[src/rtl/core/ccp_pkg.sv]
// ----------------------------------------------------------------------------
// ccp_pkg
// Shared types, constants and table functions of the CAT command parser:
// the command name table, reply text segments and sequencer states.
// ----------------------------------------------------------------------------
package ccp_pkg;

   localparam int MSG_MAX_LEN_DEF = 32;
   localparam int BIN_WIDTH       = 32;
   localparam int BCD_DIGITS      = 10;
   localparam int BCD_WIDTH       = 4 * BCD_DIGITS;
   localparam int SEG_CHARS       = 14;
   localparam int SEG_WIDTH       = 8 * SEG_CHARS;

   localparam logic [31:0] FREQ_RESET = 32'd50260000;
   localparam logic [7:0]  MODE_RESET = 8'd2;

   localparam logic [7:0] CH_SEMI     = 8'h3B;
   localparam logic [7:0] CH_CR       = 8'h0D;
   localparam logic [7:0] CH_LF       = 8'h0A;
   localparam logic [7:0] CH_HEX_MARK = 8'h23;
   localparam logic [7:0] CH_ZERO     = 8'h30;
   localparam logic [7:0] CH_NINE     = 8'h39;
   localparam logic [7:0] CH_SPACE    = 8'h20;
   localparam logic [7:0] CH_TAB      = 8'h09;
   localparam logic [7:0] CH_VT_CR    = 8'h0D;
   localparam logic [7:0] CH_PLUS     = 8'h2B;
   localparam logic [7:0] CH_MINUS    = 8'h2D;
   localparam logic [7:0] CH_UP_A     = 8'h41;
   localparam logic [7:0] CH_UP_F     = 8'h46;
   localparam logic [7:0] CH_UP_X     = 8'h58;
   localparam logic [7:0] CH_LOW_A    = 8'h61;
   localparam logic [7:0] CH_LOW_Z    = 8'h7A;
   localparam logic [7:0] CASE_OFFSET = 8'h20;

   typedef enum logic {
      CSR_ADD_NEWLINE  = 1'b0,
      CSR_KEY_TRANSMIT = 1'b1
   } csr_index_type;

   typedef enum logic [3:0] {
      ST_IDLE, ST_RD0, ST_RD1, ST_MATCH, ST_PADDR, ST_PDATA, ST_CONV,
      ST_PRE, ST_DEC, ST_POST, ST_CR, ST_LF, ST_DONE
   } state_type;

   typedef enum logic [4:0] {
      C_IF, C_OI, C_RI, C_IS, C_SH, C_SM, C_NA, C_TX, C_FA, C_FB, C_MD,
      C_EX, C_RM, C_ST, C_SV, C_AB, C_BA, C_BS, C_AI, C_ID, C_CL
   } cmd_code_type;

   typedef enum logic [1:0] {K_BOTH, K_STS, K_CMD} kind_type;

   typedef enum logic [2:0] {D_NONE, D_FREQ_A, D_FREQ_B, D_SPLIT, D_TX} dec_sel_type;

   typedef struct packed {
      logic         found;
      logic [1:0]   nlen;
      kind_type     kind;
      cmd_code_type code;
   } entry_type;

   typedef logic [SEG_WIDTH-1:0] seg_text_type;

   typedef struct packed {
      logic [3:0]   len;
      seg_text_type txt;
   } seg_type;

   typedef struct packed {
      logic                 start;
      logic [BIN_WIDTH-1:0] value;
   } conv_req_type;

   function automatic entry_type cmd_lookup(input logic [7:0] c0, input logic [7:0] c1);
      entry_type e;
      e = '{found: 1'b1, nlen: 2'd2, kind: K_BOTH, code: C_IF};
      case ({c0, c1})
         "IF": e.code = C_IF;
         "OI": e.code = C_OI;
         "RI": begin e.nlen = 2'd3; e.kind = K_STS; e.code = C_RI; end
         "IS": begin e.nlen = 2'd3; e.kind = K_STS; e.code = C_IS; end
         "SH": begin e.nlen = 2'd3; e.kind = K_STS; e.code = C_SH; end
         "SM": begin e.nlen = 2'd3; e.kind = K_STS; e.code = C_SM; end
         "NA": begin e.nlen = 2'd3; e.kind = K_STS; e.code = C_NA; end
         "TX": e.code = C_TX;
         "FA": e.code = C_FA;
         "FB": e.code = C_FB;
         "MD": begin e.nlen = 2'd3; e.code = C_MD; end
         "EX": e.code = C_EX;
         "RM": begin e.kind = K_STS; e.code = C_RM; end
         "ST": e.code = C_ST;
         "SV": begin e.kind = K_CMD; e.code = C_SV; end
         "AB": begin e.kind = K_CMD; e.code = C_AB; end
         "BA": begin e.kind = K_CMD; e.code = C_BA; end
         "BS": e.code = C_BS;
         "AI": e.code = C_AI;
         "ID": begin e.kind = K_STS; e.code = C_ID; end
         "CL": begin e.kind = K_STS; e.code = C_CL; end
         default: e.found = 1'b0;
      endcase
      return e;
   endfunction

   function automatic dec_sel_type dec_select(input cmd_code_type code);
      dec_sel_type d;
      case (code)
         C_IF, C_FA: d = D_FREQ_A;
         C_OI, C_FB: d = D_FREQ_B;
         C_RI, C_ST: d = D_SPLIT;
         C_TX:       d = D_TX;
         default:    d = D_NONE;
      endcase
      return d;
   endfunction

   // text before (post = 0) and after (post = 1) the decimal field
   function automatic seg_type seg_info(input cmd_code_type code, input logic post);
      seg_type s;
      s = '{len: 4'd0, txt: '0};
      case (code)
         C_IF: s = post ? seg_type'{4'd14, seg_text_type'("+000000#00000;")}
                        : seg_type'{4'd5, seg_text_type'("IF000")};
         C_OI: s = post ? seg_type'{4'd14, seg_text_type'("+000000#00000;")}
                        : seg_type'{4'd5, seg_text_type'("OI000")};
         C_RI: s = post ? seg_type'{4'd1, seg_text_type'(";")}
                        : seg_type'{4'd3, seg_text_type'("RIC")};
         C_IS: if (!post) s = seg_type'{4'd10, seg_text_type'("IS00+0000;")};
         C_SH: if (!post) s = seg_type'{4'd7, seg_text_type'("SH0120;")};
         C_SM: if (!post) s = seg_type'{4'd7, seg_text_type'("SM0000;")};
         C_NA: if (!post) s = seg_type'{4'd5, seg_text_type'("NA00;")};
         C_TX: s = post ? seg_type'{4'd1, seg_text_type'(";")}
                        : seg_type'{4'd2, seg_text_type'("TX")};
         C_FA: s = post ? seg_type'{4'd1, seg_text_type'(";")}
                        : seg_type'{4'd2, seg_text_type'("FA")};
         C_FB: s = post ? seg_type'{4'd1, seg_text_type'(";")}
                        : seg_type'{4'd2, seg_text_type'("FB")};
         C_MD: if (!post) s = seg_type'{4'd5, seg_text_type'("MD0#;")};
         C_ST: s = post ? seg_type'{4'd1, seg_text_type'(";")}
                        : seg_type'{4'd2, seg_text_type'("ST")};
         C_AI: if (!post) s = seg_type'{4'd4, seg_text_type'("AI0;")};
         C_ID: if (!post) s = seg_type'{4'd7, seg_text_type'("ID0650;")};
         default: s = '{len: 4'd0, txt: '0};
      endcase
      return s;
   endfunction

   function automatic logic [7:0] seg_char(input seg_type s, input logic [3:0] idx);
      logic [3:0] pos;
      pos = s.len - 4'd1 - idx;
      return s.txt[{pos, 3'b000} +: 8];
   endfunction

   function automatic logic [7:0] hex_char(input logic [3:0] d);
      return (d < 4'd10) ? (CH_ZERO + {4'd0, d}) : (CH_UP_A + {4'd0, d} - 8'd10);
   endfunction

endpackage

[src/rtl/core/ccp_bcd_conv.sv]
// ----------------------------------------------------------------------------
// ccp_bcd_conv
// Iterative binary to BCD converter, one shift-and-add-three step per cycle.
// ----------------------------------------------------------------------------
module ccp_bcd_conv (
   input  logic                           clock,
   input  logic                           reset,
   input  ccp_pkg::conv_req_type          conv_req,
   output logic                           busy,
   output logic [ccp_pkg::BCD_WIDTH-1:0]  digits
);

   localparam int CW = $clog2(ccp_pkg::BIN_WIDTH + 1);

   logic [ccp_pkg::BIN_WIDTH-1:0] bin_ff, bin_in;
   logic [ccp_pkg::BCD_WIDTH-1:0] bcd_ff, bcd_in, adj;
   logic [CW-1:0]                 cnt_ff, cnt_in;
   logic                          busy_ff, busy_in;

   always_comb begin
      for (int i = 0; i < ccp_pkg::BCD_DIGITS; i++) begin
         adj[4*i +: 4] = (bcd_ff[4*i +: 4] > 4'd4) ? bcd_ff[4*i +: 4] + 4'd3
                                                     : bcd_ff[4*i +: 4];
      end
   end

   always_comb begin
      bin_in  = bin_ff;
      bcd_in  = bcd_ff;
      cnt_in  = cnt_ff;
      busy_in = busy_ff;
      if (conv_req.start) begin
         bin_in  = conv_req.value;
         bcd_in  = '0;
         cnt_in  = CW'(ccp_pkg::BIN_WIDTH);
         busy_in = 1'b1;
      end else if (busy_ff) begin
         bcd_in  = {adj[ccp_pkg::BCD_WIDTH-2:0], bin_ff[ccp_pkg::BIN_WIDTH-1]};
         bin_in  = {bin_ff[ccp_pkg::BIN_WIDTH-2:0], 1'b0};
         cnt_in  = cnt_ff - CW'(1);
         busy_in = (cnt_ff != CW'(1));
      end
   end

   always_ff @(posedge clock) begin
      if (reset) begin
         busy_ff <= 1'b0;
         cnt_ff  <= '0;
      end else begin
         busy_ff <= busy_in;
         cnt_ff  <= cnt_in;
      end
      bin_ff <= bin_in;
      bcd_ff <= bcd_in;
   end

   assign busy   = busy_ff;
   assign digits = bcd_ff;

endmodule

[src/rtl/core/cat_command_parser_core.sv]
// ----------------------------------------------------------------------------
// cat_command_parser_core
// CAT command parser: buffers received characters up to ';', matches the
// command name, applies set commands and streams status replies.
// ----------------------------------------------------------------------------
//  channel | direction | handshake            | payload
//  req     | in        | req_valid/req_ready  | req_rx_byte
//  rsp     | out       | rsp_valid/rsp_ready  | reply character, flags, radio state
//  csr     | in        | csr_we               | csr_index, csr_wdata
//
//  a byte other than ';' gives one beat
//  ';' with a set command: ST_RD0, ST_RD1, ST_MATCH match the name, then
//  ST_PADDR and ST_PDATA per data byte read by the scan (message buffer port)
//  ';' with a status request: after the name match, a reply with a number field
//  runs the 32-step decimal converter; each beat waits while rsp_ready is low
//  reset restores the radio state and empties the message buffer
// ----------------------------------------------------------------------------
module cat_command_parser_core #(
   parameter int MSG_MAX_LEN = ccp_pkg::MSG_MAX_LEN_DEF
) (
   input  logic        clock,
   input  logic        reset,
   input  logic        req_valid,
   output logic        req_ready,
   input  logic [7:0]  req_rx_byte,
   output logic        rsp_valid,
   input  logic        rsp_ready,
   output logic        rsp_has_char,
   output logic [7:0]  rsp_reply_char,
   output logic        rsp_last,
   output logic        rsp_tx_key,
   output logic        rsp_command_applied,
   output logic [31:0] rsp_vfo_a_hz,
   output logic [31:0] rsp_vfo_b_hz,
   output logic [7:0]  rsp_mode_a_out,
   output logic [7:0]  rsp_mode_b_out,
   output logic [7:0]  rsp_split_out,
   input  logic        csr_we,
   input  logic        csr_index,
   input  logic        csr_wdata
);

   localparam int LW = $clog2(MSG_MAX_LEN + 1);
   localparam int AW = $clog2(MSG_MAX_LEN);

   ccp_pkg::state_type     state_ff, state_in;
   ccp_pkg::cmd_code_type  code_ff, code_in;
   ccp_pkg::entry_type     entry;
   ccp_pkg::seg_type       seg_pre, seg_post, seg_match;
   ccp_pkg::dec_sel_type   dsel;
   ccp_pkg::conv_req_type  conv_req;

   logic [7:0]  mem [MSG_MAX_LEN];
   logic [7:0]  rd_data_ff;
   logic [AW-1:0] rd_addr;
   logic        mem_we;

   logic [LW-1:0] msg_len_ff, msg_len_in;
   logic [LW-1:0] proc_len_ff, proc_len_in;
   logic [LW-1:0] idx_ff, idx_in;
   logic [7:0]  c0_ff, c0_in;
   logic [31:0] acc_ff, acc_in;
   logic        neg_ff, neg_in;
   logic        ph_ff, ph_in;
   logic        applied_ff, applied_in;
   logic [3:0]  pos_ff, pos_in;
   logic [3:0]  dig_ff, dig_in;
   logic [31:0] freq_a_ff, freq_a_in, freq_b_ff, freq_b_in;
   logic [7:0]  mode_a_ff, mode_a_in, mode_b_ff, mode_b_in;
   logic [7:0]  split_ff, split_in, tx_ff, tx_in;
   logic        add_newline_ff, key_transmit_ff;

   logic        rsp_valid_ff, rsp_has_char_ff, rsp_last_ff, rsp_applied_ff;
   logic [7:0]  rsp_char_ff;
   logic        load, load_has_char, load_last;
   logic [7:0]  load_char;

   logic        out_free, accept, is_term, conv_busy;
   logic [7:0]  up_byte, b, pre_char, post_char;
   logic [ccp_pkg::BCD_WIDTH-1:0] digits;
   logic [3:0]  top_dig, hex_nib;
   logic        is_cmd, pre_end, post_end, is_ws, is_dig, is_hex_letter, stop, commit;
   logic [31:0] conv_value;

   assign out_free  = !rsp_valid_ff || rsp_ready;
   assign req_ready = (state_ff == ccp_pkg::ST_IDLE) && out_free;
   assign accept    = req_valid && req_ready;
   assign is_term   = req_rx_byte == ccp_pkg::CH_SEMI;
   assign up_byte   = (req_rx_byte >= ccp_pkg::CH_LOW_A && req_rx_byte <= ccp_pkg::CH_LOW_Z)
                      ? req_rx_byte - ccp_pkg::CASE_OFFSET : req_rx_byte;
   assign mem_we    = accept && !is_term && (msg_len_ff < LW'(MSG_MAX_LEN));

   // message buffer
   always_ff @(posedge clock) begin
      if (mem_we) begin
         mem[msg_len_ff[AW-1:0]] <= up_byte;
      end
      rd_data_ff <= mem[rd_addr];
   end

   always_comb begin
      case (state_ff)
         ccp_pkg::ST_RD1:   rd_addr = AW'(1);
         ccp_pkg::ST_PADDR: rd_addr = idx_ff[AW-1:0];
         default:           rd_addr = '0;
      endcase
   end

   assign b         = rd_data_ff;
   assign entry     = ccp_pkg::cmd_lookup(c0_ff, rd_data_ff);
   assign is_cmd    = (proc_len_ff > LW'(entry.nlen)) || (entry.kind == ccp_pkg::K_CMD);
   assign seg_pre   = ccp_pkg::seg_info(code_ff, 1'b0);
   assign seg_post  = ccp_pkg::seg_info(code_ff, 1'b1);
   assign seg_match = ccp_pkg::seg_info(entry.code, 1'b0);
   assign dsel      = ccp_pkg::dec_select(entry.code);
   assign pre_end   = pos_ff == seg_pre.len - 4'd1;
   assign post_end  = pos_ff == seg_post.len - 4'd1;
   assign hex_nib   = (code_ff == ccp_pkg::C_OI) ? mode_b_ff[3:0] : mode_a_ff[3:0];

   assign is_ws  = b == ccp_pkg::CH_SPACE || (b >= ccp_pkg::CH_TAB && b <= ccp_pkg::CH_VT_CR);
   assign is_dig = b >= ccp_pkg::CH_ZERO && b <= ccp_pkg::CH_NINE;
   assign is_hex_letter = b >= ccp_pkg::CH_UP_A && b <= ccp_pkg::CH_UP_F;

   always_comb begin
      pre_char = ccp_pkg::seg_char(seg_pre, pos_ff);
      if (pre_char == ccp_pkg::CH_HEX_MARK) pre_char = ccp_pkg::hex_char(hex_nib);
      post_char = ccp_pkg::seg_char(seg_post, pos_ff);
      if (post_char == ccp_pkg::CH_HEX_MARK) post_char = ccp_pkg::hex_char(hex_nib);
   end

   always_comb begin
      case (dsel)
         ccp_pkg::D_FREQ_A: conv_value = freq_a_ff;
         ccp_pkg::D_FREQ_B: conv_value = freq_b_ff;
         ccp_pkg::D_SPLIT:  conv_value = {24'd0, split_ff};
         ccp_pkg::D_TX:     conv_value = {24'd0, tx_ff};
         default:           conv_value = '0;
      endcase
   end

   always_comb begin
      top_dig = 4'd0;
      for (int i = 0; i < ccp_pkg::BCD_DIGITS; i++) begin
         if (digits[4*i +: 4] != 4'd0) top_dig = 4'(i);
      end
      if (code_ff == ccp_pkg::C_IF || code_ff == ccp_pkg::C_OI
          || code_ff == ccp_pkg::C_FA || code_ff == ccp_pkg::C_FB) begin
         top_dig = (digits[4*(ccp_pkg::BCD_DIGITS-1) +: 4] != 4'd0) ? 4'd9 : 4'd8;
      end
   end

   // stop condition of the data scan
   always_comb begin
      stop = 1'b0;
      case (code_ff)
         ccp_pkg::C_FA, ccp_pkg::C_FB:
            stop = !((!ph_ff && (is_ws || b == ccp_pkg::CH_PLUS || b == ccp_pkg::CH_MINUS))
                     || is_dig);
         ccp_pkg::C_MD: stop = !(b == ccp_pkg::CH_UP_X || is_dig || is_hex_letter);
         default:       stop = 1'b1;
      endcase
   end

   assign commit = (state_ff == ccp_pkg::ST_PADDR && idx_ff == proc_len_ff)
                   || (state_ff == ccp_pkg::ST_PDATA && stop);

   // next state
   always_comb begin
      state_in = state_ff;
      unique case (state_ff)
         ccp_pkg::ST_IDLE:
            if (accept && is_term) begin
               state_in = (msg_len_ff < LW'(2)) ? ccp_pkg::ST_DONE : ccp_pkg::ST_RD0;
            end
         ccp_pkg::ST_RD0: state_in = ccp_pkg::ST_RD1;
         ccp_pkg::ST_RD1: state_in = ccp_pkg::ST_MATCH;
         ccp_pkg::ST_MATCH:
            if (!entry.found || proc_len_ff < LW'(entry.nlen)) begin
               state_in = ccp_pkg::ST_DONE;
            end else if (is_cmd) begin
               unique case (entry.code)
                  ccp_pkg::C_FA, ccp_pkg::C_FB, ccp_pkg::C_MD,
                  ccp_pkg::C_ST, ccp_pkg::C_TX: state_in = ccp_pkg::ST_PADDR;
                  default:                      state_in = ccp_pkg::ST_DONE;
               endcase
            end else if (dsel != ccp_pkg::D_NONE) begin
               state_in = ccp_pkg::ST_CONV;
            end else if (seg_match.len != 4'd0) begin
               state_in = ccp_pkg::ST_PRE;
            end else begin
               state_in = ccp_pkg::ST_DONE;
            end
         ccp_pkg::ST_PADDR:
            state_in = commit ? ccp_pkg::ST_DONE : ccp_pkg::ST_PDATA;
         ccp_pkg::ST_PDATA:
            state_in = stop ? ccp_pkg::ST_DONE : ccp_pkg::ST_PADDR;
         ccp_pkg::ST_CONV:
            if (!conv_busy) state_in = ccp_pkg::ST_PRE;
         ccp_pkg::ST_PRE:
            if (out_free && pre_end) begin
               if (ccp_pkg::dec_select(code_ff) != ccp_pkg::D_NONE) state_in = ccp_pkg::ST_DEC;
               else if (add_newline_ff) state_in = ccp_pkg::ST_CR;
               else state_in = ccp_pkg::ST_IDLE;
            end
         ccp_pkg::ST_DEC:
            if (out_free && dig_ff == 4'd0) state_in = ccp_pkg::ST_POST;
         ccp_pkg::ST_POST:
            if (out_free && post_end) begin
               state_in = add_newline_ff ? ccp_pkg::ST_CR : ccp_pkg::ST_IDLE;
            end
         ccp_pkg::ST_CR:   if (out_free) state_in = ccp_pkg::ST_LF;
         ccp_pkg::ST_LF:   if (out_free) state_in = ccp_pkg::ST_IDLE;
         ccp_pkg::ST_DONE: if (out_free) state_in = ccp_pkg::ST_IDLE;
         default:          state_in = ccp_pkg::ST_IDLE;
      endcase
   end

   // datapath and beat loading
   always_comb begin
      msg_len_in  = msg_len_ff;
      proc_len_in = proc_len_ff;
      idx_in      = idx_ff;
      c0_in       = c0_ff;
      code_in     = code_ff;
      acc_in      = acc_ff;
      neg_in      = neg_ff;
      ph_in       = ph_ff;
      applied_in  = applied_ff;
      pos_in      = pos_ff;
      dig_in      = dig_ff;
      freq_a_in   = freq_a_ff;
      freq_b_in   = freq_b_ff;
      mode_a_in   = mode_a_ff;
      mode_b_in   = mode_b_ff;
      split_in    = split_ff;
      tx_in       = tx_ff;
      conv_req    = '{start: 1'b0, value: conv_value};
      load          = 1'b0;
      load_has_char = 1'b0;
      load_char     = 8'd0;
      load_last     = 1'b0;
      unique case (state_ff)
         ccp_pkg::ST_IDLE:
            if (accept) begin
               applied_in = 1'b0;
               if (is_term) begin
                  proc_len_in = msg_len_ff;
                  msg_len_in  = '0;
               end else begin
                  if (mem_we) msg_len_in = msg_len_ff + LW'(1);
                  load      = 1'b1;
                  load_last = 1'b1;
               end
            end
         ccp_pkg::ST_RD0: ;
         ccp_pkg::ST_RD1: c0_in = rd_data_ff;
         ccp_pkg::ST_MATCH: begin
            code_in = entry.code;
            idx_in  = LW'(entry.nlen);
            acc_in  = '0;
            neg_in  = 1'b0;
            ph_in   = 1'b0;
            pos_in  = 4'd0;
            if (entry.found && proc_len_ff >= LW'(entry.nlen)) begin
               if (is_cmd) begin
                  unique case (entry.code)
                     ccp_pkg::C_AB: begin
                        freq_b_in = freq_a_ff;
                        mode_b_in = mode_a_ff;
                        applied_in = 1'b1;
                     end
                     ccp_pkg::C_BA: begin
                        freq_a_in = freq_b_ff;
                        mode_a_in = mode_b_ff;
                        applied_in = 1'b1;
                     end
                     ccp_pkg::C_SV: begin
                        freq_a_in = freq_b_ff;
                        mode_a_in = mode_b_ff;
                        freq_b_in = freq_a_ff;
                        mode_b_in = mode_a_ff;
                        applied_in = 1'b1;
                     end
                     ccp_pkg::C_EX, ccp_pkg::C_IF, ccp_pkg::C_IS, ccp_pkg::C_OI,
                     ccp_pkg::C_RM, ccp_pkg::C_SM: applied_in = 1'b1;
                     default: ;
                  endcase
               end else if (dsel != ccp_pkg::D_NONE) begin
                  conv_req.start = 1'b1;
               end
            end
         end
         ccp_pkg::ST_PADDR: ;
         ccp_pkg::ST_PDATA:
            if (!stop) begin
               idx_in = idx_ff + LW'(1);
               if (code_ff == ccp_pkg::C_MD) begin
                  if (is_dig) acc_in = {24'd0, acc_ff[3:0], b[3:0]};
                  else if (is_hex_letter) acc_in = {24'd0, acc_ff[3:0], b[3:0] + 4'd9};
               end else if (is_dig) begin
                  acc_in = {acc_ff[28:0], 3'b000} + {acc_ff[30:0], 1'b0} + {28'd0, b[3:0]};
                  ph_in  = 1'b1;
               end else if (!is_ws) begin
                  neg_in = b == ccp_pkg::CH_MINUS;
                  ph_in  = 1'b1;
               end
            end else if (code_ff == ccp_pkg::C_ST) begin
               split_in = b - ccp_pkg::CH_ZERO;
            end else if (code_ff == ccp_pkg::C_TX) begin
               tx_in = b - ccp_pkg::CH_ZERO;
            end
         ccp_pkg::ST_CONV: dig_in = top_dig;
         ccp_pkg::ST_PRE:
            if (out_free) begin
               load          = 1'b1;
               load_has_char = 1'b1;
               load_char     = pre_char;
               load_last     = pre_end && !add_newline_ff
                               && ccp_pkg::dec_select(code_ff) == ccp_pkg::D_NONE;
               pos_in        = pos_ff + 4'd1;
            end
         ccp_pkg::ST_DEC:
            if (out_free) begin
               load          = 1'b1;
               load_has_char = 1'b1;
               load_char     = ccp_pkg::CH_ZERO + {4'd0, digits[{dig_ff, 2'b00} +: 4]};
               dig_in        = dig_ff - 4'd1;
               pos_in        = 4'd0;
            end
         ccp_pkg::ST_POST:
            if (out_free) begin
               load          = 1'b1;
               load_has_char = 1'b1;
               load_char     = post_char;
               load_last     = post_end && !add_newline_ff;
               pos_in        = pos_ff + 4'd1;
            end
         ccp_pkg::ST_CR:
            if (out_free) begin
               load          = 1'b1;
               load_has_char = 1'b1;
               load_char     = ccp_pkg::CH_CR;
            end
         ccp_pkg::ST_LF:
            if (out_free) begin
               load          = 1'b1;
               load_has_char = 1'b1;
               load_char     = ccp_pkg::CH_LF;
               load_last     = 1'b1;
            end
         ccp_pkg::ST_DONE:
            if (out_free) begin
               load      = 1'b1;
               load_last = 1'b1;
            end
         default: ;
      endcase
      if (commit) begin
         applied_in = 1'b1;
         unique case (code_ff)
            ccp_pkg::C_FA: freq_a_in = neg_ff ? 32'd0 - acc_ff : acc_ff;
            ccp_pkg::C_FB: freq_b_in = neg_ff ? 32'd0 - acc_ff : acc_ff;
            ccp_pkg::C_MD: begin
               mode_a_in = acc_ff[7:0];
               mode_b_in = acc_ff[7:0];
            end
            default: ;
         endcase
      end
   end

   ccp_bcd_conv u_bcd_conv (
      .clock    (clock),
      .reset    (reset),
      .conv_req (conv_req),
      .busy     (conv_busy),
      .digits   (digits)
   );

   always_ff @(posedge clock) begin
      if (reset) begin
         state_ff        <= ccp_pkg::ST_IDLE;
         msg_len_ff      <= '0;
         freq_a_ff       <= ccp_pkg::FREQ_RESET;
         freq_b_ff       <= ccp_pkg::FREQ_RESET;
         mode_a_ff       <= ccp_pkg::MODE_RESET;
         mode_b_ff       <= ccp_pkg::MODE_RESET;
         split_ff        <= 8'd0;
         tx_ff           <= 8'd0;
         add_newline_ff  <= 1'b0;
         key_transmit_ff <= 1'b1;
         rsp_valid_ff    <= 1'b0;
         applied_ff      <= 1'b0;
      end else begin
         state_ff   <= state_in;
         msg_len_ff <= msg_len_in;
         freq_a_ff  <= freq_a_in;
         freq_b_ff  <= freq_b_in;
         mode_a_ff  <= mode_a_in;
         mode_b_ff  <= mode_b_in;
         split_ff   <= split_in;
         tx_ff      <= tx_in;
         applied_ff <= applied_in;
         if (csr_we) begin
            unique case (ccp_pkg::csr_index_type'(csr_index))
               ccp_pkg::CSR_ADD_NEWLINE:  add_newline_ff  <= csr_wdata;
               ccp_pkg::CSR_KEY_TRANSMIT: key_transmit_ff <= csr_wdata;
               default: ;
            endcase
         end
         if (load) rsp_valid_ff <= 1'b1;
         else if (rsp_ready) rsp_valid_ff <= 1'b0;
      end
      proc_len_ff <= proc_len_in;
      idx_ff      <= idx_in;
      c0_ff       <= c0_in;
      code_ff     <= code_in;
      acc_ff      <= acc_in;
      neg_ff      <= neg_in;
      ph_ff       <= ph_in;
      pos_ff      <= pos_in;
      dig_ff      <= dig_in;
      if (load) begin
         rsp_has_char_ff <= load_has_char;
         rsp_char_ff     <= load_char;
         rsp_last_ff     <= load_last;
         rsp_applied_ff  <= applied_in;
      end
   end

   assign rsp_valid           = rsp_valid_ff;
   assign rsp_has_char        = rsp_has_char_ff;
   assign rsp_reply_char      = rsp_char_ff;
   assign rsp_last            = rsp_last_ff;
   assign rsp_command_applied = rsp_applied_ff;
   assign rsp_tx_key          = (tx_ff != 8'd0) && key_transmit_ff;
   assign rsp_vfo_a_hz        = freq_a_ff;
   assign rsp_vfo_b_hz        = freq_b_ff;
   assign rsp_mode_a_out      = mode_a_ff;
   assign rsp_mode_b_out      = mode_b_ff;
   assign rsp_split_out       = split_ff;

endmodule
[config.mk]
export PLATFORM = sky130hd
export DESIGN_NAME = cat_command_parser_core
export DESIGN_NICKNAME = d
export VERILOG_FILES = /design/src/rtl/core/ccp_pkg.sv /design/src/rtl/core/ccp_bcd_conv.sv /design/src/rtl/core/cat_command_parser_core.sv
export SDC_FILE = /design/constraint.sdc
export NUM_CORES = 1
export LEC_CHECK = 0
export ABC_CLOCK_PERIOD_IN_PS = 5200
export BUFFER_PORTS_ARGS = -buffer_cell sky130_fd_sc_hd__buf_2
export CAP_MARGIN = 20
export CORE_ASPECT_RATIO = 1.5
export CORE_MARGIN = 10
export CORE_UTILIZATION = 50
export DETAILED_ROUTE_END_ITERATION = 16
export PLACE_DENSITY = 0.73
export SYNTH_ARGS = -nofsm -noshare
export SYNTH_HDL_FRONTEND = slang
export SYNTH_HIERARCHICAL = 1
export SYNTH_SLANG_ARGS = --single-unit
[constraint.sdc]
create_clock -name clock -period 5.2 [get_ports clock]
set_input_delay 1.56 -clock clock [delete_from_list [all_inputs] [get_ports clock]]
set_output_delay 1.56 -clock clock [all_outputs]
set_load 0.03 [all_outputs]
After elaboration in Yosys (flattened, before gate mapping)
Memories as Yosys holds them, arrays and structs flattened. A register that Yosys moved wholly into a read port is not among the register bits.
Index checks and enable logic that the tools add are counted.
Word-level totals
  register bits after elaboration: 267
  memory bits (writable): 256
  input port bits: 15
  output and inout port bits: 102
  logic and storage cells: 426
  memories: 1
Operators by class
  add/sub/neg operators: 29
  order comparisons: 24
  eq/ne operators: 96
  shifts and indexed selects: 3
  muxes and demuxes: 142
  bitwise logic cells: 2
  reduce and logical (&&, ||, !) cells: 99
Memories
  mem: words 32, bits a word 8, rd ports 1, clocked after Yosys merged registers in 1, write ports 1, RTL line cat_command_parser_core.sv:53  | logic [7:0] mem [MSG_MAX_LEN];
Operator list (count)
  116-bit case mux with 14 select lines: 2
  32-bit two-way mux: 20
  16-bit by 15-bit equality test with 1-bit output (second input constant): 21
  116-bit case mux with 2 select lines: 1
  112-bit by 8-bit indexed part select with 8-bit output: 2
  4-bit two-way mux: 40
  8-bit two-way mux: 18
  32-bit case mux with 4 select lines: 1
  5-bit case mux with 20 select lines: 1
  32-bit case mux with 2 select lines: 1
  5-bit by 4-bit equality test with 1-bit output (second input constant): 12
  8-bit by 6-bit equality test with 1-bit output (second input constant): 6
  4-bit case mux with 12 select lines: 1
  5-bit by 3-bit equality test with 1-bit output (second input constant): 8
  4-bit by 3-bit > comparator with 1-bit output (second input constant): 10
  8-bit case mux with 5 select lines: 1
  4-bit nonzero test: 10
  40-bit by 7-bit indexed part select with 4-bit output: 1
  4-bit by 2-bit adder with 4-bit output (second input constant): 9
  32-bit adder: 1
  32-bit by 4-bit adder with 32-bit output: 1
  1-bit two-way mux: 32
  1-bit by 32-bit subtractor with 32-bit output (first input constant): 1
  6-bit two-way mux: 5
  74 further kinds: 190

Depth between registers and ports, before layout
  depth after elaboration: 13
  depth in mapped cells: 21
  gate-level depth less buffers: 17

Modules after synthesis
The synthesis kept the hierarchy.
By module, submodules not included
  cat_command_parser_core: times used 1, cells an instance 2275, area each 24667.4 um2, sequential area each 12361.9 um2
  ccp_bcd_conv: times used 1, cells an instance 410, area each 4180.3 um2, sequential area each 1901.8 um2

Worst setup path before layout
No wires, ideal clock.
  kind: reg-to-reg
  from: register code_ff[3]
  to: register rsp_char_ff[1], in the netlist rsp_reply_char[1] (data pin)
  library setup time: 0.265 ns
  arrival: 4.113 ns
  required time: 4.935 ns
  path slack: 0.822 ns
  stages on the path, launching flop included: 16
  path buffers: 5
  clock period less this slack: 4.378 ns
  cells stage by stage: edfxtp_1 clkbuf_1 clkbuf_1 buf_1 nor2_1 nand2_1 o21a_1 ha_1 fa_1 clkbuf_1 clkbuf_1 o21ai_0 a211o_1 nor4_2 nor2_1 or3_1
On the way
  word-level cells in the longest chain between the ends: 10
  elaborated cells on any way between the ends: 37
  those cells by class: add/sub: 7; order compare: 1; eq/ne: 15; shift: 2; mux: 9; reduce/logical: 3
RTL lines
  from (decl): RTL line cat_command_parser_core.sv:47  | ccp_pkg::cmd_code_type code_ff, code_in;
  from (signal assigned): RTL line cat_command_parser_core.sv:417  | code_ff <= code_in;
  5-bit by 4-bit equality test with 1-bit output, or another cell as far along: RTL line ccp_pkg.sv:120  | case (code)
  5-bit OR reduction (no line) or 2-bit OR reduction (tied branches)
  116-bit case mux with 2 select lines: RTL line ccp_pkg.sv:120
  4-bit by 1-bit subtractor with 4-bit output: RTL line ccp_pkg.sv:149  | pos = s.len - 4'd1 - idx;
  4-bit subtractor: RTL line ccp_pkg.sv:149
  112-bit by 8-bit indexed part select with 8-bit output: RTL line ccp_pkg.sv:150  | return s.txt[{pos, 3'b000} +: 8];
  8-bit by 6-bit equality test with 1-bit output: RTL line cat_command_parser_core.sv:128  | if (post_char == ccp_pkg::CH_HEX_MARK) post_char = ccp_pkg::hex_char(hex_nib);
  8-bit two-way mux: RTL line cat_command_parser_core.sv:128
  8-bit two-way mux: RTL line cat_command_parser_core.sv:331  | if (out_free) begin
  8-bit case mux with 5 select lines *: RTL line cat_command_parser_core.sv:242  | unique case (state_ff)
  named net load_char[1]: RTL line cat_command_parser_core.sv:76  | logic [7:0] load_char;
  to (signal assigned): RTL line cat_command_parser_core.sv:425  | rsp_char_ff <= load_char;
  to (decl): RTL line cat_command_parser_core.sv:74  | logic [7:0] rsp_char_ff;
Mark *: on every way through the listed nets, which the timed path passes. The rest lies on a longest branch.
A chain may end at the register's enable or synchronous reset.

Worst setup path in the final report
Ends and elaborated chain as after synthesis.

==> metrics.md <==
| Metric | Value |
|---|---|
| Placed Cells | `3,463` |
| Final Cycle Share | `89.2%` |
| Post-CTS setup buffer count | `0` |
| Sw Pwr | `3.87 mW` |
| Max-slew violations | `0` |
| Design Area, Final | `31,900 µm²` |
| First-pass GRT wire length | `125 mm` |
| Routed Antenna Nets | `0` |
| Worst-path clk slew | `60 ps` |
| Yosys warning count | `6` |
| Fin crit period | `4640 ps` |
| Min-delay worst type | `reg2reg` |
| GRT Util Overall | `22.8%` |
| Port bufs | `115` |
| Die H | `314 µm` |
| CTS Root Cell | `clkbuf_16` |
| Final hold vios | `0` |
| Commonest non-fill, non-tap cell in the layout | `edfxtp_1` |
| Hold-fix buffer count after cts | `0` |
| Relative slew margins | `25.7%` |
| Iter 0 DRT Violations | `2,049` |
| CP dominant cell by count | `nor2_1` |
| Pwr dens | `374 nW/µm²` |
| Post-synthesis cell type count | `92` |
| CP Capture Type | `flip-flop` |
| Post-synthesis sequential area ratio | `49.4%` |
| Synthesized area per cell | `10.7 µm²` |
| Die span in x | `216 µm` |
| Vias/cell | `6.27` |
| CP max FO | `18` |
| Max VDD drop | `0.352 mV` |
| CTS tree | `built` |
| Final WS setup | `563 ps` |
| GP Congestion | `0.933` |
| WL final | `79.6 mm` |
| Post-Syn Area | `28,800 µm²` |
| Kind of start point of the critical path | `flip-flop` |
| Share of cells above drive strength 1 | `14.7%` |
| Seq. cell area | `14,300 µm²` |
| Worst EP arrival | `4970 ps` |
| Post-DP HPWL | `56.5 mm` |
| # resized after CTS | `0` |
| Wire length per cell | `22.4 µm` |
| Mapped Nets | `2,814` |
| Final setup vio count | `0` |
| Crit path kind | `reg2reg` |
| Post-Route Setup TNS | `0 ps` |
| Routed via count | `22,300` |
| Final hold slack | `498 ps` |
| Sw frac | `32.4%` |
| I/O Pins | `117` |
| Inserted Clock Buffers | `51` |
| Crit path max-delay family | `simple AND/OR/NAND/NOR gates` |
| Antenna Cells | `0` |
| Area of the multi-input gates | `13,700 µm²` |
| Clk sinks | `530` |
| CP Cell Sequence | `or2_2, nor2_1, a21oi_1, ha_1, fa_1, xnor2_1, o221ai_1, a211o_1, nor4_2, nor2_1, or3_1` |
| H-Tree Depth | `2` |
| # rows | `107` |
| Non-filler cells, final | `3,558` |
| Comb pwr share | `25.5%` |
| Leakage power | `11.6 nW` |
| Final Power | `11.9 mW` |
| Largest net degree at the start of global routing | `108` |
| Nets | `2,883` |
| Register share of total power | `43.0%` |
| # DRC | `0` |
| Fillers | `4,799` |
| Initial antenna violation count | `0` |
| Ys async rst share | `0%` |
| Most frequent cells in the layout | `edfxtp_1, nand2_1, nor2_1` |
| RSZ-0062 raised after global routing | `false` |
| Core area | `57,000 µm²` |
| Fin util | `55.9%` |
| Initial Utilization | `50.6%` |
| CP bufs+invs | `0` |
| Placed cell areas | `30,200 µm²` |
| Worst Max-Slew Pin Slew | `1110 ps` |
| Clk_lat worst skew | `630 ps` |
| Clk_skew | `43.0 ps` |
| Post-synth EDFFs | `365` |
| Synth Flop Type | `edfxtp_1` |
| P_int | `8.06 mW` |
| Drt first pass iters | `8` |
| Status | `finished, final reports clean` |
| Data required, critical path | `5530 ps` |
| Slowest CP cell | `edfxtp_1` |
| Max-cap violation count | `0` |
| Setup WS pre-CTS | `674 ps` |
| CP peak stage delay | `620 ps` |
| DIE AREA | `67,900 µm²` |
| Max clock buf depth | `3` |
| Fmax | `216 MHz` |
| Yosys reg bits | `530` |
| Clock share of power | `31.4%` |
| P&R area growth vs syn | `10.6%` |
| Grt total ovfl | `0` |
| Number of global-route vias before repair | `22,100` |
| Cells after synthesis | `2,685` |
## routing by layer
metal | up-vias | track usage, % | routed length, µm
met5 | - | 0 | 0
met4 | 0 | 10.5 | 3860
met3 | 213 | 3.69 | 5180
met2 | 906 | 40.3 | 40200
met1 | 10900 | 26.4 | 30300
li1 | 10300 | - | -
## worst reg2reg max path: cells and delay by family, from the launching register on
family	cells	cell delay, ps
fa+ha+maj	2	780
compound gates	3	730
flops	1	620
xor+xnor	1	590
simple gates	5	1680
## final cells by class
cell class,instances,share of cell area [%]
clock buffers,71,4.53
inverters,82,0.965
clock inverters,23,0.765
repair buffers,173,3.22
well taps,763,2.99
multi-input cells,1916,42.8
flip-flops and latches,530,44.7
## logic make-up after synthesis
| logic type | after synthesis | synth area share [%] |
|---|---|---|
| xor+xnor | 92 | 2.82 |
| flops | 530 | 49.4 |
| buf+inv | 239 | 3.46 |
| simple gates | 938 | 15.9 |
| compound gates | 584 | 13.5 |
| other cells | 1 | 0.0130 |
| fa+ha+maj | 114 | 5.05 |
| mux | 187 | 9.79 |
## synthesized netlist by cell type, types with 11 or more instances
library cell / n / area (µm²)
nand2b_1: 25 / 156
nand3b_1: 12 / 90.1
inv_1: 78 / 293
nor3b_1: 29 / 218
o2111ai_1: 11 / 96.3
o21ai_0: 121 / 606
a22o_1: 24 / 210
and3_1: 18 / 113
mux2_2: 42 / 473
edfxtp_1: 365 / 11000
dfxtp_1: 165 / 3300
xnor2_1: 49 / 429
xor2_1: 42 / 368
a21oi_1: 128 / 641
mux2i_1: 73 / 731
or3_1: 25 / 156
a311oi_1: 32 / 280
ha_1: 110 / 1380
a211oi_1: 41 / 308
buf_2: 23 / 115
and2_1: 12 / 75.1
nor2_1: 243 / 912
nor4_1: 23 / 144
a31oi_1: 39 / 244
o211ai_1: 19 / 143
o311ai_0: 20 / 175
mux4_2: 72 / 1620
a22oi_1: 14 / 105
clkbuf_1: 113 / 424
nand2_1: 297 / 1110
nor3_1: 41 / 205
nand3_1: 72 / 360
o31ai_1: 11 / 82.6
nor2b_1: 38 / 238
o22ai_1: 19 / 119
or4_1: 34 / 255
nand4_1: 25 / 156
a21o_1: 29 / 218
## power by group through the flow
stage               clock network, mW  registers [mW]  logic [mW]
global placement                    0            5.20        2.92
floorplan                           0            5.10        2.22
finish                           3.75            5.14        3.05
global route                     3.98            5.17        3.32
CTS                              3.81            5.12        3.02
detailed placement                  0            5.22        3.00
## sequential cells by signal, indices dropped and copies added, names as in the netlist, 5 cells and up
register and flops:
rsp_mode_b_out 8, u_bcd_conv/cnt_ff 6, tx_ff 8, u_bcd_conv/digits 40, proc_len_ff 6, msg_len_ff 6
code_ff 5, rsp_mode_a_out 8, rsp_vfo_a_hz 32, rsp_vfo_b_hz 32, idx_ff 6, rsp_reply_char 7
c0_ff 8, acc_ff 32, u_bcd_conv/bin_ff 32, b 8, rsp_split_out 8, mem 256
## final timing paths
kind | start | to | slack [ps] | cells past startpoint
hold / removal | rsp_mode_b_out[4] | rsp_mode_b_out[4] | 500 | 2
hold reg to reg | rsp_mode_b_out[4] | rsp_mode_b_out[4] | 500 | 2
setup / recovery | code_ff[3] | rsp_reply_char[1] | 560 | 11
setup reg to reg | code_ff[3] | rsp_reply_char[1] | 560 | 11
Power figures use the tool's default switching activity.
